==> src/longest_common_substring_defines.svh <==
// Assertion helpers used by the top-level RTL.
`ifndef LONGEST_COMMON_SUBSTRING_DEFINES_SVH
`define LONGEST_COMMON_SUBSTRING_DEFINES_SVH

// Same-cycle implication, gated by reset.
`define LCS_AST_IMP(label, ante, cons, msg) \
  label: assert property (@(posedge clk) disable iff (!rst_n) (ante) |-> (cons)) \
    else $error(msg);

// Next-cycle implication, gated by reset.
`define LCS_AST_NXT(label, ante, cons, msg) \
  label: assert property (@(posedge clk) disable iff (!rst_n) (ante) |=> (cons)) \
    else $error(msg);

`endif

==> src/lcs_pkg.sv <==
package lcs_pkg;

  localparam int MAX_LEN_DEF = 256;

  localparam int IN_DATA_W   = 8;
  localparam int LEN_OUT_W   = 9;
  localparam int START_OUT_W = 8;
  localparam int OUT_DATA_W  = 24;

  localparam logic OP_A = 1'b0;
  localparam logic OP_B = 1'b1;

  typedef enum logic [4:0] {
    S_IDLE   = 5'b00001,
    S_ROW    = 5'b00010,
    S_SCAN   = 5'b00100,
    S_ROWEND = 5'b01000,
    S_DONE   = 5'b10000
  } state_t;

  typedef struct packed {
    logic load;
    logic start;
    logic row_begin;
    logic scan;
    logic row_end;
    logic finish;
  } cmd_t;

  typedef struct packed {
    logic term;
    logic rows_done;
    logic scan_done;
    logic out_free;
  } status_t;

endpackage

==> src/lcs_ctrl.sv <==
module lcs_ctrl (
  input  logic             clk,
  input  logic             rst_n,
  input  logic             in_tvalid,
  output logic             in_tready,
  input  lcs_pkg::status_t st,
  output lcs_pkg::cmd_t    cmd
);

  import lcs_pkg::*;

  state_t state_r, state_nxt;
  logic   fire;

  assign in_tready = (state_r == S_IDLE);
  assign fire      = in_tvalid && in_tready;

  always_comb begin
    state_nxt = state_r;
    cmd       = '0;
    cmd.load  = fire;
    unique case (state_r)
      S_IDLE: begin
        if (fire && st.term) begin
          cmd.start = 1'b1;
          state_nxt = S_ROW;
        end
      end
      S_ROW: begin
        if (st.rows_done) begin
          state_nxt = S_DONE;
        end else begin
          cmd.row_begin = 1'b1;
          state_nxt     = S_SCAN;
        end
      end
      S_SCAN: begin
        cmd.scan = 1'b1;
        if (st.scan_done) begin
          state_nxt = S_ROWEND;
        end
      end
      S_ROWEND: begin
        cmd.row_end = 1'b1;
        state_nxt   = S_ROW;
      end
      S_DONE: begin
        if (st.out_free) begin
          cmd.finish = 1'b1;
          state_nxt  = S_IDLE;
        end
      end
      default: state_nxt = S_IDLE;
    endcase
  end

  always_ff @(posedge clk) begin
    if (!rst_n) begin
      state_r <= S_IDLE;
    end else begin
      state_r <= state_nxt;
    end
  end

endmodule

==> config.mk <==
export PLATFORM = sky130hd
export DESIGN_NAME = lcs_ctrl
export DESIGN_NICKNAME = d
export VERILOG_FILES = /design/src/longest_common_substring_defines.svh /design/src/lcs_pkg.sv /design/src/lcs_ctrl.sv
export SDC_FILE = /design/constraint.sdc
export NUM_CORES = 1
export LEC_CHECK = 0
export BUFFER_PORTS_ARGS = -buffer_cell sky130_fd_sc_hd__buf_4
export CORE_AREA = 2 2 39 41
export DETAILED_ROUTE_END_ITERATION = 7
export DIE_AREA = 0 0 41 43
export PLACE_DENSITY = 0.53
export SETUP_SLACK_MARGIN = 0.5
export SLEW_MARGIN = 20
export SYNTH_ARGS = -nofsm -noshare
export SYNTH_HDL_FRONTEND = slang
export SYNTH_SLANG_ARGS = --single-unit
==> constraint.sdc <==
create_clock -name clk -period 1.8 [get_ports clk]
set_clock_uncertainty 0.05 [all_clocks]
set_input_delay 0.18 -clock clk [delete_from_list [all_inputs] [get_ports clk]]
set_output_delay 0.18 -clock clk [all_outputs]
set_load 0.005 [all_outputs]
==> metrics <==
status=finished, final reports clean; max-slew violation count=0; number of buffers added by the clock tree synthesis step=3; clock sinks=5; number of distinct standard cells referenced by the synthesized netlist=23; final net count=66; number of nets in the synthesized netlist=47; count of port buffers added during placement=13; FF-to-FF setup slack=0.46 ns; clock root cell=clkbuf_4; total number of vias=336; clock network latency to the later pin of the worst-skew pair=0.24 ns; layout overhead on the synthesized area=64.8%; Total Wirelength=790 um; share of synthesized registers carrying an async set or reset=0%; GRT Overall Usage=10.4%; synthesis warning total=0; Hold Crit Class=in -> reg; I/O pin cnt=14; Setup violations, final=0; Post-Route Hold Slack=0.127 ns; flip-flop count of the largest register, all copies and words added=5; cell row count=14; vertical die dimension=43 um; number of cells after detailed placement=67; cell-by-cell listing of the critical path=or4_4 > nor3_4 > buf_4; max incr delay on CP=0.55 ns; length in cells of the worst reg-to-reg path=3; Fmax=615 MHz; maximum VDD drop=240 uV; antenna diode count=0; origin of the worst setup path=state_r[4]; maximum fanout encountered on the critical timing path=3; number of buffers added to fix hold violations after cts=0; most numerous cell types in the synthesized netlist=dfxtp_1 (5), inv_1 (4), and3_1 (3), nor2_1 (3), nor3_1 (3); setup repair after global routing missed its margin=true; CP Capture Point=cmd[3]; total congestion overflow=0; average instance area after synthesis=8.54 um2; largest buffer count on any clock path=2; maximum number of pins on one net before global-route repair=9; number of nets with antenna violations after detailed routing=0; layout cells sized above 1=55.2%; most common flop cell mapped by yosys=dfxtp_1; element type at the critical path end=output port; cell type of the slowest stage on the worst timing path=or4_4; register area share after synthesis=29.3%; remaining max-slew budget at the tightest pin=79.1%; post-layout power=0.321 mW; maxcap violations=0; number of antenna violations at the first check in global routing=0; Lkg Pwr=0.249 nW; registers with the most flip-flops=state_r: 5 flops; data arrival time of the critical path=1.40 ns; routability congestion estimate=0.743; Remaining DRCs=0; worst setup slack after layout=0.173 ns; Area contributors post-synth=dfxtp_1 (29%), and3_1 (5.5%), nor3_4 (4.8%); total cell area at the placement stage=444 um2; number of iterations in the first detailed-routing pass=4; kind of start point of the critical path=flop; horizontal die dimension=41 um; Routed WL per cell=10.7 um; post-synthesis instance total=40; share of the clock period used by the worst path=90.4%; number of vias per cell after detailed routing=4.54; area share of the leading cell type in the synthesized netlist=29.3%; effective utilization at floorplan=24.7%; Worst Setup Slack post-DPL=0.404 ns; Power per Cell Area=571 mW/mm2; H-tree Lvls=1; synthesized area=342 um2; count of flip-flops with a built-in enable after synthesis=0; source of the worst register-to-register timing path=state_r[1]; area of the core region=0.00138 mm2; floorplan die area=0.00176 mm2; number of global-route vias before repair=303; actual slew at the worst max-slew pin=0.313 ns; minimum clock period after layout=1.63 ns; post-synthesis sequential element count=5; Fin Setup TNS=0 ns; Non-Filler Instances=74; Final Instance Area=563 um2; clk slew on worst S/H paths=0.05 ns; library cell with the largest summed area after synthesis=dfxtp_1; critical path class=reg -> out; destination of the worst register-to-register timing path=state_r[0]; violation count after the first detailed-routing iteration=9; final core area utilization=40.7%; number of hold violations in the final report=0; library cell with the highest instance count after synthesis=dfxtp_1; HPWL after DPL=591 um; TritonCTS clock tree=done; Critical Path RT=1.57 ns; most flop-heavy register=state_r; wire length of the first global-routing pass=1180 um
-- critical path, delay by kind of cell, from the launching register on --
family	cells	cell delay (ns)
simple gates	2	0.69
buf+inv	1	0.13
flops	1	0.34
-- worst min path at each step --
stage                     startpoint         end  slack, ns  cells past startpoint
final                          rst_n  state_r[2]       0.13                      2
after global routing           rst_n  state_r[4]       0.12                      2
after CTS                      rst_n  state_r[4]       0.12                      2
after detailed placement       rst_n  state_r[4]       0.37                      2
after global placement         st[1]  state_r[3]       0.37                      2
after floorplan                rst_n  state_r[4]       0.25                      1
-- layout by cell type (no fill, tap or decap), drive strengths merged --
cell / Yosys / routed
and3: 3 / 3
o31ai: 1 / 1
xor2: 1 / 1
dfxtp: 5 / 5
or2b: 1 / 1
o21a: 2 / 2
and2: 1 / 1
o211a: 1 / 1
nor2: 3 / 3
nand2: 1 / 1
clkbuf: 0 / 4
inv: 4 / 4
o21ai: 2 / 2
buf: 2 / 16
or3: 1 / 1
nand3b: 1 / 1
or4: 1 / 1
nor2b: 1 / 1
nor4b: 2 / 2
nand2b: 2 / 2
a41oi: 1 / 1
nor3: 4 / 4
-- layer usage --
layer / vias up / GRT usage (%) / part of all wire (%)
li1: 175 / - / -
met1: 148 / 11.2 / 44
met2: 13 / 15.0 / 49
met3: 0 / 3.14 / 6.7
met4: 0 / 10.0 / 0
met5: - / 0 / 0
-- kinds of logic after synthesis --
group	synth area share (%)
AND/OR/NAND/NOR	44.3
flip-flops	29.3
buffers and inverters	8.79
AO/OA/AOI/OAI	15.0
XOR/XNOR	2.56
-- cell type report --
cell class	instances	area, um2
inverter	4	15.0
sequential	5	115
tap	16	20.0
clock buffer	4	26.3
fill	141	821
multi-input combinational	29	263
timing repair buffer	16	124
-- power by group --
group          internal [mW]  switching (mW)
sequential             0.111         0.00909
combinational         0.0416          0.0288
clock                 0.0839          0.0470
total                  0.237          0.0849
-- repair_timing --
item | in CTS | in global routing
buffers inserted | 0 | 3
pin swaps | 1 | 1
gates resized for setup | 8 | 11
endpoints found under the setup margin | 9 | 10
No activity file was read; power rests on OpenSTA's default activity.
